File: config.mk
export PLATFORM = sky130hd
export DESIGN_NAME = base58_encoder_core
export DESIGN_NICKNAME = d
export VERILOG_FILES = /design/src/sv/b58_pkg.sv /design/src/sv/b58_ctrl.sv /design/src/sv/b58_datapath.sv /design/src/sv/base58_encoder_core.sv
export SDC_FILE = /design/constraint.sdc
export NUM_CORES = 1
export LEC_CHECK = 0
export BUFFER_PORTS_ARGS = -buffer_cell sky130_fd_sc_hd__buf_4
export CORE_MARGIN = 4
export CORE_UTILIZATION = 45
export CTS_CLUSTER_SIZE = 30
export DETAILED_ROUTE_END_ITERATION = 8
export GPL_TIMING_DRIVEN = 0
export HOLD_SLACK_MARGIN = 0.05
export PLACE_DENSITY = 0.7
export SETUP_SLACK_MARGIN = 0.5
export SLEW_MARGIN = 10
export SYNTH_ARGS = -nofsm -noshare
export SYNTH_HDL_FRONTEND = slang
export SYNTH_SLANG_ARGS = --single-unit
File: constraint.sdc
create_clock -name clk_i -period 9.05 [get_ports clk_i]
set_clock_uncertainty 0.1 [all_clocks]
set_input_delay 0.4525 -clock clk_i [delete_from_list [all_inputs] [get_ports clk_i]]
set_output_delay 0.4525 -clock clk_i [all_outputs]
set_load 0.005 [all_outputs]
File: src/sv/b58_pkg.sv
// ----------------------------------------------------------------------------
// Base58 encoder package
// Shared payload types, controller/datapath command and status structs,
// constants and the digit arithmetic and alphabet functions.
// ----------------------------------------------------------------------------
`default_nettype none

package b58_pkg;

  localparam int unsigned B58_MAX_LEN_DEF = 64;
  localparam logic [6:0]  B58_MAX_LEN_RST = 7'd64;
  localparam logic [6:0]  B58_CH_ONE      = 7'h31;
  localparam logic [5:0]  B58_BASE        = 6'd58;
  localparam logic [9:0]  B58_RECIP       = 10'd565;
  localparam int unsigned B58_SHIFT       = 15;

  typedef struct packed {
    logic [7:0] data_byte;
    logic       last_byte;
  } b58_in_t;

  typedef struct packed {
    logic [6:0] out_char;
    logic       last_char;
    logic       overflow;
  } b58_out_t;

  typedef enum logic [1:0] {
    RD_FIRST = 2'd0,
    RD_NEXT  = 2'd1,
    RD_DIG   = 2'd2
  } b58_rd_sel_e;

  typedef struct packed {
    logic        accept;
    logic        step;
    logic        setup;
    logic        emit_one;
    logic        emit_dig;
    logic        emit_err;
    logic        clear;
    b58_rd_sel_e rd_sel;
  } b58_cmd_t;

  typedef struct packed {
    logic active;
    logic last;
    logic ovf;
    logic ones_nz;
    logic digs_nz;
    logic ones_last;
    logic digs_last;
    logic digs_left_nz;
    logic out_free;
  } b58_status_t;

  typedef struct packed {
    logic [7:0] quo;
    logic [5:0] rem;
  } b58_qr_t;

  // The reciprocal is exact for every value below 57 * 256 + 256.
  function automatic b58_qr_t b58_divmod(input logic [13:0] n);
    logic [23:0] prod;
    logic [7:0]  quo;
    logic [13:0] back;
    b58_qr_t     res;
    prod     = 24'(n) * 24'(B58_RECIP);
    quo      = prod[B58_SHIFT +: 8];
    back     = 14'(quo) * 14'(B58_BASE);
    res.quo  = quo;
    res.rem  = 6'(n - back);
    return res;
  endfunction

  function automatic logic [6:0] b58_alpha(input logic [5:0] d);
    logic [6:0] dx;
    logic [6:0] ch;
    dx = 7'(d);
    if (d < 6'd9) begin
      ch = 7'h31 + dx;
    end else if (d < 6'd17) begin
      ch = 7'h41 + dx - 7'd9;
    end else if (d < 6'd22) begin
      ch = 7'h4A + dx - 7'd17;
    end else if (d < 6'd33) begin
      ch = 7'h50 + dx - 7'd22;
    end else if (d < 6'd44) begin
      ch = 7'h61 + dx - 7'd33;
    end else if (d < 6'd58) begin
      ch = 7'h6D + dx - 7'd44;
    end else begin
      ch = B58_CH_ONE;
    end
    return ch;
  endfunction

endpackage

`default_nettype wire

File: src/sv/b58_ctrl.sv
// ----------------------------------------------------------------------------
// Base58 encoder controller
// Sequences input acceptance, the digit update loop and character emission.
// ----------------------------------------------------------------------------
`default_nettype none

module b58_ctrl (
  input  wire logic                clk_i,
  input  wire logic                rst_ni,
  input  wire logic                in_valid_i,
  output logic                     in_stall_o,
  input  wire b58_pkg::b58_status_t st_i,
  output b58_pkg::b58_cmd_t        cmd_o
);
  import b58_pkg::*;

  typedef enum logic [6:0] {
    S_IDLE    = 7'b0000001,
    S_UPDATE  = 7'b0000010,
    S_FINISH  = 7'b0000100,
    S_ONES    = 7'b0001000,
    S_DIG_RD  = 7'b0010000,
    S_DIG_OUT = 7'b0100000,
    S_ERR     = 7'b1000000
  } state_e;

  state_e state_q, state_d;

  always_comb begin
    state_d = state_q;
    cmd_o   = '0;
    cmd_o.rd_sel = RD_FIRST;
    case (state_q)
      S_IDLE: begin
        if (in_valid_i) begin
          cmd_o.accept = 1'b1;
          state_d = S_UPDATE;
        end
      end
      S_UPDATE: begin
        cmd_o.rd_sel = RD_NEXT;
        if (st_i.active) begin
          cmd_o.step = 1'b1;
        end else begin
          state_d = S_FINISH;
        end
      end
      S_FINISH: begin
        if (!st_i.last) begin
          state_d = S_IDLE;
        end else if (st_i.ovf) begin
          state_d = S_ERR;
        end else begin
          cmd_o.setup = 1'b1;
          if (st_i.ones_nz) begin
            state_d = S_ONES;
          end else if (st_i.digs_nz) begin
            state_d = S_DIG_RD;
          end else begin
            cmd_o.clear = 1'b1;
            state_d = S_IDLE;
          end
        end
      end
      S_ONES: begin
        if (st_i.out_free) begin
          cmd_o.emit_one = 1'b1;
          if (st_i.ones_last) begin
            if (st_i.digs_left_nz) begin
              state_d = S_DIG_RD;
            end else begin
              cmd_o.clear = 1'b1;
              state_d = S_IDLE;
            end
          end
        end
      end
      S_DIG_RD: begin
        cmd_o.rd_sel = RD_DIG;
        state_d = S_DIG_OUT;
      end
      S_DIG_OUT: begin
        cmd_o.rd_sel = RD_DIG;
        if (st_i.out_free) begin
          cmd_o.emit_dig = 1'b1;
          if (st_i.digs_last) begin
            cmd_o.clear = 1'b1;
            state_d = S_IDLE;
          end else begin
            state_d = S_DIG_RD;
          end
        end
      end
      S_ERR: begin
        if (st_i.out_free) begin
          cmd_o.emit_err = 1'b1;
          cmd_o.clear = 1'b1;
          state_d = S_IDLE;
        end
      end
      default: begin
        state_d = S_IDLE;
      end
    endcase
  end

  assign in_stall_o = (state_q != S_IDLE);

  always_ff @(posedge clk_i or negedge rst_ni) begin
    if (!rst_ni) begin
      state_q <= S_IDLE;
    end else begin
      state_q <= state_d;
    end
  end

endmodule

`default_nettype wire

File: src/sv/b58_datapath.sv
// ----------------------------------------------------------------------------
// Base58 encoder datapath
// Digit store, multiply-by-256 digit update unit, string counters, limit
// register and the output register.
// ----------------------------------------------------------------------------
`default_nettype none

module b58_datapath #(
  parameter int unsigned MAX_LEN = b58_pkg::B58_MAX_LEN_DEF
) (
  input  wire logic                clk_i,
  input  wire logic                rst_ni,
  input  wire logic                cfg_we_i,
  input  wire logic [6:0]          cfg_data_i,
  input  wire b58_pkg::b58_in_t    in_data_i,
  input  wire b58_pkg::b58_cmd_t   cmd_i,
  output b58_pkg::b58_status_t     st_o,
  output logic                     out_valid_o,
  input  wire logic                out_stall_i,
  output b58_pkg::b58_out_t        out_data_o
);
  import b58_pkg::*;

  localparam int unsigned AW = $clog2(MAX_LEN);
  localparam int unsigned CW = $clog2(MAX_LEN + 1);
  localparam int unsigned LW = (CW > 7) ? CW : 7;
  localparam logic [CW-1:0] MAX_CNT = CW'(MAX_LEN);

  logic [5:0]    mem [MAX_LEN];
  logic [5:0]    rdata_q;
  logic [AW-1:0] raddr;

  logic [6:0]    max_len_q, max_len_d;
  logic [CW-1:0] count_q, count_d;
  logic [CW-1:0] lead_q, lead_d;
  logic          still_q, still_d;
  logic          ovf_q, ovf_d;
  logic [CW-1:0] ones_left_q, ones_left_d;
  logic [CW-1:0] digs_left_q, digs_left_d;
  logic          out_valid_q, out_valid_d;
  logic [7:0]    carry_q, carry_d;
  logic [CW-1:0] j_q, j_d;
  logic          last_q, last_d;
  logic [AW-1:0] dig_idx_q, dig_idx_d;
  b58_out_t      out_data_q, out_data_d;

  logic [LW-1:0] ml_ext;
  logic [CW-1:0] lim;
  logic [CW-1:0] jn;
  logic          jlt;
  logic [5:0]    cur_dig;
  b58_qr_t       qr;
  logic [CW-1:0] ones;
  logic [CW-1:0] room;
  logic [CW-1:0] digs;
  logic [CW-1:0] count_m1;
  logic          out_free;

  always_comb begin
    ml_ext = LW'(max_len_q);
    if (max_len_q == 7'd0) begin
      lim = CW'(1);
    end else if (ml_ext > LW'(MAX_LEN)) begin
      lim = MAX_CNT;
    end else begin
      lim = CW'(ml_ext);
    end
  end

  assign jn       = j_q + CW'(1);
  assign jlt      = (j_q < count_q);
  assign cur_dig  = jlt ? rdata_q : 6'd0;
  assign qr       = b58_divmod({cur_dig, carry_q});
  assign ones     = (lead_q < lim) ? lead_q : lim;
  assign room     = lim - ones;
  assign digs     = (count_q < room) ? count_q : room;
  assign count_m1 = count_q - CW'(1);
  assign out_free = !out_valid_q || !out_stall_i;

  always_comb begin
    case (cmd_i.rd_sel)
      RD_FIRST: raddr = '0;
      RD_NEXT:  raddr = jn[AW-1:0];
      RD_DIG:   raddr = dig_idx_q;
      default:  raddr = '0;
    endcase
  end

  always_comb begin
    st_o.active       = !ovf_q && (jlt || (carry_q != 8'd0));
    st_o.last         = last_q;
    st_o.ovf          = ovf_q;
    st_o.ones_nz      = (ones != '0);
    st_o.digs_nz      = (digs != '0);
    st_o.ones_last    = (ones_left_q == CW'(1));
    st_o.digs_last    = (digs_left_q == CW'(1));
    st_o.digs_left_nz = (digs_left_q != '0);
    st_o.out_free     = out_free;
  end

  always_comb begin
    max_len_d   = max_len_q;
    count_d     = count_q;
    lead_d      = lead_q;
    still_d     = still_q;
    ovf_d       = ovf_q;
    ones_left_d = ones_left_q;
    digs_left_d = digs_left_q;
    out_valid_d = out_valid_q;
    carry_d     = carry_q;
    j_d         = j_q;
    last_d      = last_q;
    dig_idx_d   = dig_idx_q;
    out_data_d  = out_data_q;

    if (cfg_we_i) begin
      max_len_d = cfg_data_i;
    end

    if (cmd_i.accept) begin
      carry_d = in_data_i.data_byte;
      last_d  = in_data_i.last_byte;
      j_d     = '0;
      if (!ovf_q) begin
        if ((in_data_i.data_byte == 8'd0) && still_q) begin
          if (lead_q < MAX_CNT) begin
            lead_d = lead_q + CW'(1);
          end
        end else begin
          still_d = 1'b0;
        end
      end
    end

    if (cmd_i.step) begin
      carry_d = qr.quo;
      j_d     = jn;
      if (jn > count_q) begin
        count_d = jn;
      end
      if (jn >= lim) begin
        ovf_d = 1'b1;
      end
    end

    if (cmd_i.setup) begin
      ones_left_d = ones;
      digs_left_d = digs;
      dig_idx_d   = count_m1[AW-1:0];
    end

    if (!out_stall_i) begin
      out_valid_d = 1'b0;
    end

    if (cmd_i.emit_one) begin
      out_valid_d          = 1'b1;
      out_data_d.out_char  = B58_CH_ONE;
      out_data_d.last_char = (ones_left_q == CW'(1)) && (digs_left_q == '0);
      out_data_d.overflow  = 1'b0;
      ones_left_d          = ones_left_q - CW'(1);
    end

    if (cmd_i.emit_dig) begin
      out_valid_d          = 1'b1;
      out_data_d.out_char  = b58_alpha(rdata_q);
      out_data_d.last_char = (digs_left_q == CW'(1));
      out_data_d.overflow  = 1'b0;
      digs_left_d          = digs_left_q - CW'(1);
      dig_idx_d            = dig_idx_q - AW'(1);
    end

    if (cmd_i.emit_err) begin
      out_valid_d          = 1'b1;
      out_data_d.out_char  = B58_CH_ONE;
      out_data_d.last_char = 1'b1;
      out_data_d.overflow  = 1'b1;
    end

    if (cmd_i.clear) begin
      count_d = '0;
      lead_d  = '0;
      still_d = 1'b1;
      ovf_d   = 1'b0;
    end
  end

  always_ff @(posedge clk_i) begin
    if (cmd_i.step) begin
      mem[j_q[AW-1:0]] <= qr.rem;
    end
    rdata_q <= mem[raddr];
  end

  always_ff @(posedge clk_i or negedge rst_ni) begin
    if (!rst_ni) begin
      max_len_q   <= B58_MAX_LEN_RST;
      count_q     <= '0;
      lead_q      <= '0;
      still_q     <= 1'b1;
      ovf_q       <= 1'b0;
      ones_left_q <= '0;
      digs_left_q <= '0;
      out_valid_q <= 1'b0;
    end else begin
      max_len_q   <= max_len_d;
      count_q     <= count_d;
      lead_q      <= lead_d;
      still_q     <= still_d;
      ovf_q       <= ovf_d;
      ones_left_q <= ones_left_d;
      digs_left_q <= digs_left_d;
      out_valid_q <= out_valid_d;
    end
  end

  always_ff @(posedge clk_i) begin
    carry_q    <= carry_d;
    j_q        <= j_d;
    last_q     <= last_d;
    dig_idx_q  <= dig_idx_d;
    out_data_q <= out_data_d;
  end

  assign out_valid_o = out_valid_q;
  assign out_data_o  = out_data_q;

  a_step_not_overflowed: assert property (@(posedge clk_i) disable iff (!rst_ni)
    cmd_i.step |-> !ovf_q)
    else $error("Digit update issued after overflow.");

  a_count_bounded: assert property (@(posedge clk_i) disable iff (!rst_ni)
    count_q <= MAX_CNT)
    else $error("Digit count exceeds store depth.");

  a_emit_into_free: assert property (@(posedge clk_i) disable iff (!rst_ni)
    (cmd_i.emit_one || cmd_i.emit_dig || cmd_i.emit_err) |-> out_free)
    else $error("Item emitted into an occupied output register.");

  a_digit_pending: assert property (@(posedge clk_i) disable iff (!rst_ni)
    cmd_i.emit_dig |-> (digs_left_q != '0))
    else $error("Digit emitted with none left.");

  a_clear_resets: assert property (@(posedge clk_i) disable iff (!rst_ni)
    cmd_i.clear |=> (count_q == '0) && !ovf_q && still_q)
    else $error("String state not cleared.");

endmodule

`default_nettype wire

File: src/sv/base58_encoder_core.sv
// ----------------------------------------------------------------------------
// Base58 encoder core
// Encodes a byte string into Bitcoin-alphabet base58 characters.
// ----------------------------------------------------------------------------
// Bytes arrive one item at a time, most significant first, with last_byte on
// the final one. Each byte is accepted in S_IDLE; S_UPDATE then steps through
// every stored base58 digit and each new digit it creates, up to the
// configured limit, and S_FINISH closes the update. The single digit update
// unit handles one digit per cycle, reading the next digit from the store
// while it writes back the current one. After the last byte the leading '1'
// characters leave at one item per cycle while the output is not stalled,
// and each remaining digit needs its own store read before it is sent.
// If the digit count reaches the limit, a single error item is sent instead.
// The input stalls while a string update or the emission is in progress; a
// finished character may wait in the output register while the next byte is
// taken. The max_len register is written through the configuration channel,
// which is always ready, and should be changed only while the block is idle.
// ----------------------------------------------------------------------------
`default_nettype none

module base58_encoder_core #(
  parameter int unsigned MAX_LEN = b58_pkg::B58_MAX_LEN_DEF
) (
  input  wire logic              clk_i,
  input  wire logic              rst_ni,
  input  wire logic              cfg_valid_i,
  output logic                   cfg_ready_o,
  input  wire logic [6:0]        cfg_data_i,
  input  wire logic              in_valid_i,
  output logic                   in_stall_o,
  input  wire b58_pkg::b58_in_t  in_data_i,
  output logic                   out_valid_o,
  input  wire logic              out_stall_i,
  output b58_pkg::b58_out_t      out_data_o
);
  import b58_pkg::*;

  b58_cmd_t    cmd;
  b58_status_t st;
  logic        cfg_we;

  assign cfg_ready_o = 1'b1;
  assign cfg_we      = cfg_valid_i && cfg_ready_o;

  b58_ctrl u_ctrl (
    .clk_i      (clk_i),
    .rst_ni     (rst_ni),
    .in_valid_i (in_valid_i),
    .in_stall_o (in_stall_o),
    .st_i       (st),
    .cmd_o      (cmd)
  );

  b58_datapath #(
    .MAX_LEN (MAX_LEN)
  ) u_datapath (
    .clk_i       (clk_i),
    .rst_ni      (rst_ni),
    .cfg_we_i    (cfg_we),
    .cfg_data_i  (cfg_data_i),
    .in_data_i   (in_data_i),
    .cmd_i       (cmd),
    .st_o        (st),
    .out_valid_o (out_valid_o),
    .out_stall_i (out_stall_i),
    .out_data_o  (out_data_o)
  );

endmodule

`default_nettype wire

Yosys cells after proc, flatten, opt, wreduce, memory -nomap -nowiden
Memories as Yosys holds them, arrays and structs flattened. A register that Yosys moved wholly into a read port is not among the register bits.
Cells that the tools add are included.
{"block": "op_classes", "addsub": 19, "mul": 2, "magnitude_cmp": 13, "eq_ne": 21, "mux": 81, "n_reduce_logical": 31}
{"cell": "$mux W7", "count": 32}
{"cell": "$pmux W7 S7", "count": 1}
{"cell": "$add A7 B6 Y7 const A", "count": 5}
{"cell": "$mux W1", "count": 33}
{"cell": "$mul A14 B10 Y23 const B", "count": 1}
{"cell": "$eq A7 B1 Y1 const B", "count": 3}
{"cell": "$lt A7 B7 Y1", "count": 3}
{"cell": "$reduce_bool A7 Y1", "count": 3}
{"cell": "$mux W5", "count": 4}
{"cell": "$reduce_bool A2 Y1", "count": 10}
{"cell": "$lt A6 B6 Y1 const B", "count": 3}
{"cell": "$mux W6", "count": 3}
{"cell": "$mux W9", "count": 2}
{"cell": "$mux W8", "count": 2}
{"cell": "$ne A2 B2 Y1 const B", "count": 8}
{"cell": "$add A7 B1 Y7 const B", "count": 2}
{"cell": "$logic_not A7 Y1", "count": 2}
{"cell": "$sub A7 B1 Y7 const B", "count": 2}
{"cell": "$sub A7 B5 Y7 const B", "count": 2}
{"cell": "$sub A7 B6 Y7 const B", "count": 2}
{"cell": "$lt A6 B5 Y1 const B", "count": 2}
{"cell": "$pmux W6 S2", "count": 1}
{"cell": "$sub A6 B1 Y6 const B", "count": 2}
{"cell": "$logic_not A8 Y1", "count": 1}
{"cell": "32 further kinds", "count": 38}
{"block": "word_totals", "reg_bits": 76, "ram_bits": 384, "in_bits": 21, "out_inout_bits": 12, "elab_cells": 184, "mem_count": 1}
{"name": "u_datapath.mem", "depth": 64, "word_bits": 6, "read_ports": 1, "rd_ports_with_merged_regs": 1, "write_ports": 1, "line_no": "b58_datapath.sv:29", "rtl": "logic [5:0] mem [MAX_LEN];"}

Longest topological paths before layout
Gate-level depths: netlist of the first run.
{"block": "depth", "word_depth": 16, "ltp_mapped": 34, "depth_no_buf": 34}

Hierarchy
From an unflattened synthesis of the first run, not the netlist that was laid out.
{"block": "hier_totals", "cells_unflattened": 1842, "area_unflattened_um2": 23724.0}
{"mod": "b58_datapath", "instances": 1, "cells_each": 1766, "area_each_um2": 23114.7, "seq_area_each_um2": 13445.4}
{"mod": "b58_ctrl", "instances": 1, "cells_each": 74, "area_each_um2": 598.1, "seq_area_each_um2": 176.4}
{"mod": "base58_encoder_core", "instances": 1, "cells_each": 2, "area_each_um2": 11.3, "seq_area_each_um2": 0.0}

Least setup slack after synthesis of the first run
OpenSTA, ideal clock, no wires.
{"block": "synth_path", "path_type": "register to register", "start": "reg u_datapath.count_q[1]", "end": "mem u_datapath.mem[0][5] (data pin)", "setup_ns": 0.567, "arrival_time_ns": 8.613, "t_required_ns": 8.383, "slack_ns": -0.231, "path_stages_with_launch": 33, "path_buffers": 0, "period_less_slack_ns": 9.281, "path_cell_list": "dfrtp_1 inv_1 ha_1 nor2b_1 o21a_1 o21ai_0 a21oi_1 o22ai_1 and2_1 ha_1 ha_1 inv_1 fa_1 inv_1 fa_1 inv_1 fa_1 inv_1 ha_1 a21o_1 a21oi_1 o21ai_0 a211oi_1 nor2_1 ha_1 ha_1 ha_1 inv_1 ha_1 a21oi_1 xnor2_1 xnor2_1 xnor2_1"}
{"element": "from (decl)", "line_no": "b58_datapath.sv:34", "rtl": "logic [CW-1:0] count_q, count_d;"}
{"element": "from (signal assigned)", "line_no": "b58_datapath.sv:207", "rtl": "count_q <= count_d;"}
{"element": "to (decl)", "line_no": "b58_datapath.sv:29"}

==> impl_metrics.ini, run 1 <==
[yosys]
ys.flop_type = edfxtp_1
ys_seq_elements = 466
synth_area_leaders = edfxtp_1 (52%), ha_1 (7.4%), mux4_2 (4.6%), dfrtp_1 (4.4%), nor2_1 (2.6%)
syn_inst = 1852
synth_top_family_by_area = simple AND/OR/NAND/NOR gates
synthArstFlopShare_pct = 9.66
synthAdderAreaFrac_pct = 9.77
yosysUniqueCellTypes = 76
synth_xor_xnor_area_share_pct = 1.48
yosys.area.top_type_share_pct = 51.5
yosys_warnings = 0
netlist_area_um2 = 23700
ys_seq_area_share_pct = 57.6
synthMuxAreaShare_pct = 7.29
avgSynthCellArea_um2 = 12.8
synth_edf_count = 406
synth_compound_area_share_pct = 10.0
synth_nets = 2041
yosys.area_share.simple_pct = 10.3
yosysTopAreaCell = edfxtp_1

[worst_setup_path]
cp_data_required_time_ps = 9280
crit_top_cell = ha_1
slowest_stage = fa_1
startpoint = u_datapath.count_q[1]
critPathKind = flip-flop to flip-flop
critPathCaptureType = flip-flop
arrival_ps = 8350
reg2reg_from = u_datapath.count_q[1]
critPathMaxFanout = 30
reg2reg_slack_ps = 930
critPathLaunchType = flip-flop
critPathMaxStageDelay_ps = 530

[detailed_routing]
drt_iter0_markers = 1642
vias = 15893
drt-vias-per-instance = 5.92
drc_errors = 0
wl_mm = 59.9
drtPass1Iterations = 5
drt-wirelength-per-cell_um = 22.3
ant_nets = 0

[cells_and_area]
seq_area_um2 = 13600
fillers = 4300
syn_to_final_growth_pct = 13.7
instances_no_fill = 2686
drive_above_1_share_pct = 12.4
antenna_cells = 0
nets = 2156
post-route-util_pct = 52.0
multi_input_area_um2 = 9300

[clock_network]
cts.sink_count = 466
root_buffer = clkbuf_16
cts_buffer_depth = 3
path_clk_slew_ps = 60
cts.htree.levels = 2
insertion_delay_ps = 610
cts_made_buffers = 49
cts_tree = built

[floorplanning]
die_height_um = 237
die_area_um2 = 56300
fp.dieW_um = 237
start_util_pct = 45.7
num_rows = 83
core_um2 = 51700
ioPinCount = 33

[timing]
setup_viol = 0
rsz0062_at_grt = no
worst_slew_pin_slew_ps = 1010
timing.fmax_mhz = 123
hold_violations = 0
whs_ps = 77.8
slew_headroom_pct = 32.2
fin_crit_sh_pct = 89.7
finalCriticalPeriod_ps = 8120
maxSlewViolCount = 0
fin_ws_ps = 930

[grt]
gr-total-overflow = 0
antenna_found_initial = 0
grt_max_degree = 65
grtUsageTotal_pct = 21.0
grt_pass1_wl_mm = 92.9
grt_pass1_vias = 16049

[place]
pre_cts_slack_ps = -186
place_congestion = 0.885
portBuffers = 30
dp.cells = 2572
post-dp-hpwl_mm = 42.4

[min_path]
min_from = in_data_i[8]
hold_class = input port to flip-flop

[status]
status = finished, final reports clean

[flow_run]
maxCapViolCount = 0
worst paths after layout:
kind,end,cells after the start
max in group asynchronous,u_datapath.count_q[1],2
min in group asynchronous,u_ctrl.state_q[3],2
max reg2reg,u_datapath.mem[23][5],36
max,u_datapath.mem[23][5],36
min,u_datapath.carry_q[7],3
min reg2reg,u_datapath.out_data_o[0],1
critical path, delay by kind of cell, from the launching register on:
kind,cells,cell delay [ps]
compound gates,8,1570
xor+xnor,4,700
fa+ha+maj,10,3560
buf+inv,8,690
flops,1,430
simple gates,6,810
cell usage in the layout (no fill, tap or decap), types with 50 or more instances in the layout:
| cell | count |
|---|---|
| o211ai_1 | 55 |
| edfxtp_1 | 406 |
| ha_1 | 140 |
| clkbuf_1 | 75 |
| nor3_1 | 50 |
| inv_1 | 117 |
| nor2_1 | 164 |
| nand2_1 | 116 |
| o21ai_0 | 97 |
| clkbuf_16 | 51 |
synthesized netlist by cell type, types with 33 or more instances:
| cell type | number |
|---|---|
| edfxtp_1 | 406 |
| mux2i_1 | 43 |
| mux4_2 | 48 |
| a21oi_1 | 51 |
| dfrtp_1 | 42 |
| clkbuf_1 | 67 |
| nand2_1 | 116 |
| nor2_1 | 164 |
| inv_1 | 118 |
| ha_1 | 140 |
| o21ai_0 | 97 |
| nand3_1 | 38 |
| or3_1 | 33 |
| o211ai_1 | 55 |
| nor3_1 | 50 |
routing by layer:
metal	share of wire [%]	global-route usage, %
met2	48	35.3
met1	40	27.9
met4	3.2	7.02
met5	0	0
met3	7.9	3.65
timing repair:
action / in CTS / in global routing
hold buffers: 13 / 0
gates cloned: 0 / 1
hold endpoints to repair: 54 / 0
gates resized for setup: 5 / 6
setup endpoints to repair: 64 / 64
pin swaps: 3 / 3
buffers inserted: 3 / 7
final cells by class:
| class | instances | area share (%) |
|---|---|---|
| inverter | 118 | 1.65 |
| clock buffer | 60 | 4.86 |
| tap | 680 | 3.16 |
| sequential | 466 | 50.6 |
| buffer | 96 | 1.46 |
| timing repair buffer | 64 | 2.56 |
| multi-input combinational | 1172 | 34.6 |
| clock inverter | 30 | 1.09 |
metrics by stage:
step / cell area [um^2] / setup TNS, ps
floorplan: 23700 / 0
global placement: 24700 / -352830
detailed placement: 25000 / -5500
CTS: 26800 / 0
global route: 26900 / 0
finish: 26900 / 0
flip-flops by register name, summed over array words and instances (netlist names), 6 cells and up:
signal	count
u_datapath.digs_left_q	7
u_datapath.j_q	7
u_datapath.count_q	7
u_ctrl.state_q	7
u_datapath.rdata_q	6
u_datapath.lead_q	7
u_datapath.mem	384
u_datapath.carry_q	8
u_datapath.dig_idx_q	6
u_datapath.ones_left_q	7
u_datapath.max_len_q	7
u_datapath.out_data_o	9
cell families after synthesis:
group | Yosys count
other | 1
buffers and inverters | 214
DFF | 466
xor gates and xnor gates | 40
and+or+nand+nor | 503
AOI/OAI and AO/OA | 350
muxes | 110
adders and majority gates | 168
Power of run 1 is left out: the tool's default activity adds up to more than one toggle a clock period on the data nets, which glitch-free logic cannot reach.
==> run 2: changes to the inputs <==
- GPL_TIMING_DRIVEN: 0 -> 1
- PLACE_DENSITY: 0.7 -> 0.68
- clock period: 9.05 -> 7.6 ns (I/O delays scaled with it)
==> impl_metrics.ini, run 2 (same netlist as run 1, synthesis figures left out) <==
[timing]
fin_ws_ps = 309
finalCriticalPeriod_ps = 7290
maxSlewViolCount = 0
worst_slew_pin_slew_ps = 1000
fin_tns_setup_ps = 0
setup_viol = 0
fin_crit_sh_pct = 95.9
rsz0062_at_grt = yes
hold_violations = 0
timing.fmax_mhz = 137
slew_headroom_pct = 32.8

[worst_setup_path]
path_buf_inv = 6
critPathMaxFanout = 8
slowest_stage = fa_1
cp_data_required_time_ps = 7850
critPathLaunchType = flip-flop
critPathCaptureType = flip-flop
critPathMaxStageDelay_ps = 530
crit_family = adder cells
arrival_ps = 7540
crit_top_cell = ha_1
critPathKind = flip-flop to flip-flop

[place]
place_congestion = 0.870
portBuffers = 31
post-dp-hpwl_mm = 35.7
placedInstanceArea_um2 = 24800
pre_cts_slack_ps = 314

[grt]
grt_pass1_vias = 15576
antenna_found_initial = 0
grt_max_degree = 68
gr-total-overflow = 0
grt_pass1_wl_mm = 88.4
grtUsageTotal_pct = 19.9

[floorplanning]
start_util_pct = 45.7
num_rows = 83
die_height_um = 237
ioPinCount = 33
die_area_um2 = 56300
fp.dieW_um = 237
core_um2 = 51700

[cells_and_area]
syn_to_final_growth_pct = 14.5
mostFrequentLayoutCells = edfxtp_1 (406), nor2_1 (162), ha_1 (129), nand2_1 (115), inv_1 (111)
final_common_cell = edfxtp_1
largest_reg_flops = 384
drive_above_1_share_pct = 14.7
nets = 2113
design_area_um2 = 27100

[detailed_routing]
wl_mm = 57.8
wl_met3_mm = 4.70
drt_iter0_markers = 1336
top_layer = met4
vias = 15598
drc_errors = 0
ant_nets = 0
wl_met2_mm = 28.1
drt-wirelength-per-cell_um = 21.9
drt-met1-wl_mm = 23.4
drtPass1Iterations = 7
drt-vias-per-instance = 5.90

[clock_network]
insertion_delay_ps = 610
cts_made_buffers = 50
path_clk_slew_ps = 60
cts_tree = built
cts.htree.levels = 2
root_buffer = clkbuf_16
cts_buffer_depth = 3
cts.sink_count = 466

[status]
status = finished, final reports clean

[flow_run]
maxCapViolCount = 0

[min_path]
hold_class = input port to asynchronous set/reset pin
-- run 2: changes by cell type in the layout (fill, tap and decap cells not counted), moves of 9 or more --
cell	previous run	this run
ha_1	140	129
clkbuf_1	75	11
buf_1	9	0
buf_4	43	71
buf_2	17	0
dlygate4sd3_1	13	27
-- run 2: metal layers --
metal	GRT usage [%]	up-vias
li1	-	7129
met1	26.4	7749
met2	33.1	615
met3	4.42	105
met4	6.10	0
met5	0	-
-- run 2: worst register-to-register path, delay by kind of cell (launching register included) --
| kind | cells | cell delay (ps) |
|---|---|---|
| adder cells (fa/ha/maj) | 10 | 3290 |
| AO/OA/AOI/OAI | 8 | 1140 |
| XOR/XNOR | 6 | 1030 |
| buffers and inverters | 6 | 650 |
| AND/OR/NAND/NOR | 3 | 450 |
| flip-flops | 1 | 380 |
-- run 2: what timing repair did --
item / 4_1_cts / 5_1_grt
endpoints found under the setup margin: 64 / 192
gates cloned: 3 / 8
setup buffers: 8 / 3
gates resized for setup: 12 / 16
endpoints found under the hold margin: 60 / 0
pin swaps: 9 / 19
hold buffers: 27 / 0
-- run 2: cell type report --
cell class	instances	area (um^2)
Clock buffer	62	1320
Sequential cell	466	13600
Tap cell	680	851
Multi-Input combinational cell	1172	9470
Inverter	118	443
Antenna cell	1	2.50
Clock inverter	30	213
Timing Repair Buffer	116	1160
Fill cell	4261	24600
-- run 2: path summary, 6_finish.rpt --
path,endpoint,cells after the start,from,slack (ps)
setup / recovery,u_datapath.mem[59][5],33,u_datapath.count_q[1],310
hold / removal,u_datapath.ones_left_q[2],2,rst_ni,250
setup reg to reg,u_datapath.mem[59][5],33,u_datapath.count_q[1],310
hold reg to reg,u_datapath.out_data_o[3],2,u_datapath.out_data_o[3],350
max in group asynchronous,u_datapath.count_q[2],2,rst_ni,6690
min in group clk_i,u_datapath.out_data_o[3],2,u_datapath.out_data_o[3],350
-- run 2: stage by stage --
| stage | hold slack (ps) | util [%] | std cells |
|---|---|---|---|
| detailed placement | 334 | 48.0 | 2503 |
| global placement | 329 | 48.0 | 2503 |
| finish | 245 | 52.4 | 2645 |
| floorplan | -15.6 | - | 1852 |
| global route | 281 | 52.4 | 2644 |
| CTS | 236 | 51.9 | 2633 |
Power of run 2 is left out for the same reason.
==> run 3: changes to the inputs <==
- CORE_MARGIN: 4 -> not set
- RECOVER_POWER: not set -> 25
==> impl_metrics.ini, run 3 (same netlist as run 1, synthesis figures left out) <==
[status]
status = finished with violations
violations = capacitance limit, slew limit

[worst_setup_path]
critPathMaxStageDelay_ps = 540
arrival_ps = 7560
critPathLaunchType = flip-flop
cp_data_required_time_ps = 7830
slowest_stage = fa_1
critPathMaxFanout = 8
critPathKind = flip-flop to flip-flop
critPathCaptureType = flip-flop

[clock_network]
insertion_delay_ps = 610
cts_buffer_depth = 3
cts_made_buffers = 49
cts.sink_count = 466
path_clk_slew_ps = 60
root_buffer = clkbuf_16
cts.htree.levels = 2
cts_tree = built

[timing]
setup_viol = 0
fin_crit_sh_pct = 96.5
timing.fmax_mhz = 136
worst_slew_pin_slew_ps = 2630
whs_ps = 76.8
rsz0062_at_grt = yes
maxSlewViolCount = 46
finalCriticalPeriod_ps = 7330
slew_headroom_pct = -75.1
hold_violations = 0

[place]
placedInstanceArea_um2 = 24900
place_congestion = 0.876
dp.cells = 2510
post-dp-hpwl_mm = 36.8
portBuffers = 31

[cells_and_area]
nets = 2121
syn_to_final_growth_pct = 14.8
design_area_um2 = 27100
final_common_cell = edfxtp_1
drive_above_1_share_pct = 15.7
largest_reg_flops = 384
mostFrequentLayoutCells = edfxtp_1 (406), nor2_1 (161), ha_1 (130), nand2_1 (115), inv_1 (108)
instances_no_fill = 2653

[floorplanning]
die_height_um = 231
start_util_pct = 45.8
die_area_um2 = 53500
ioPinCount = 33
fp.dieW_um = 231
num_rows = 83
core_um2 = 51600

[flow_run]
maxCapViolCount = 1

[detailed_routing]
vias = 15706
wl_mm = 58.8
ant_nets = 0
drt-wirelength-per-cell_um = 22.2
drtPass1Iterations = 5
drc_errors = 0
drt_iter0_markers = 1297
drt-vias-per-instance = 5.92

[grt]
antenna_found_initial = 1
gr-total-overflow = 0
grtUsageTotal_pct = 21.9
grt_pass1_wl_mm = 90.0
grt_pass1_vias = 15800
grt_max_degree = 68

[min_path]
hold_class = input port to flip-flop
run 3: what timing repair did:
item,in CTS,in global routing
hold buffers,26,0
endpoints found under the hold margin,59,0
pin swaps,4,8
resized for setup,15,15
setup buffers,9,8
setup endpoints to repair,160,176
cloned,3,5
run 3: worst paths after layout:
check | from | endpoint | slack (ps) | depth (start not counted)
worst max-delay path | u_datapath.j_q[1] | u_datapath.mem[11][5] | 270 | 31
worst min-delay path | in_data_i[2] | u_datapath.carry_q[1] | 80 | 3
worst max register to register | u_datapath.j_q[1] | u_datapath.mem[11][5] | 270 | 31
worst min register to register | u_datapath.out_data_o[1] | u_datapath.out_data_o[1] | 350 | 1
max in group asynchronous | rst_ni | u_datapath.count_q[1] | 4880 | 2
min in group asynchronous | rst_ni | u_datapath.ones_left_q[3] | 1040 | 2
run 3: cell type report:
type	count	area [um^2]
flip-flops and latches	466	13600
clock inverters	27	213
multi-input cells	1173	9470
inverters	118	443
well taps	680	851
diodes	1	2.50
repair buffers	124	1170
clock buffers	64	1380
fillers	4158	24500
run 3: worst max-delay path, delay by kind of cell, from the launching register on:
kind,cells,cell delay [ps]
AOI/OAI and AO/OA,8,1310
xor gates and xnor gates,3,490
adders and majority gates,10,3400
DFF,1,440
and+or+nand+nor,4,740
buffers and inverters,6,540
run 3: metrics by stage:
step           setup WS [ps]  TNS [ps]  util [%]
3_3_place_gp             116         0      48.2
2_1_floorplan            162         0         -
4_1_cts                  328         0      52.1
6_report                 266         0      52.6
3_5_place_dp           -15.6      -831      48.2
5_1_grt                -32.5      -259      52.6
run 3: routing by layer:
metal	GRT usage (%)	share of wire, %	vias up
li1	-	-	7140
met1	28.2	41	7859
met2	36.2	48	593
met3	4.65	7.3	114
met4	8.17	3.4	0
met5	0	0	-
Power of run 3 is left out for the same reason.
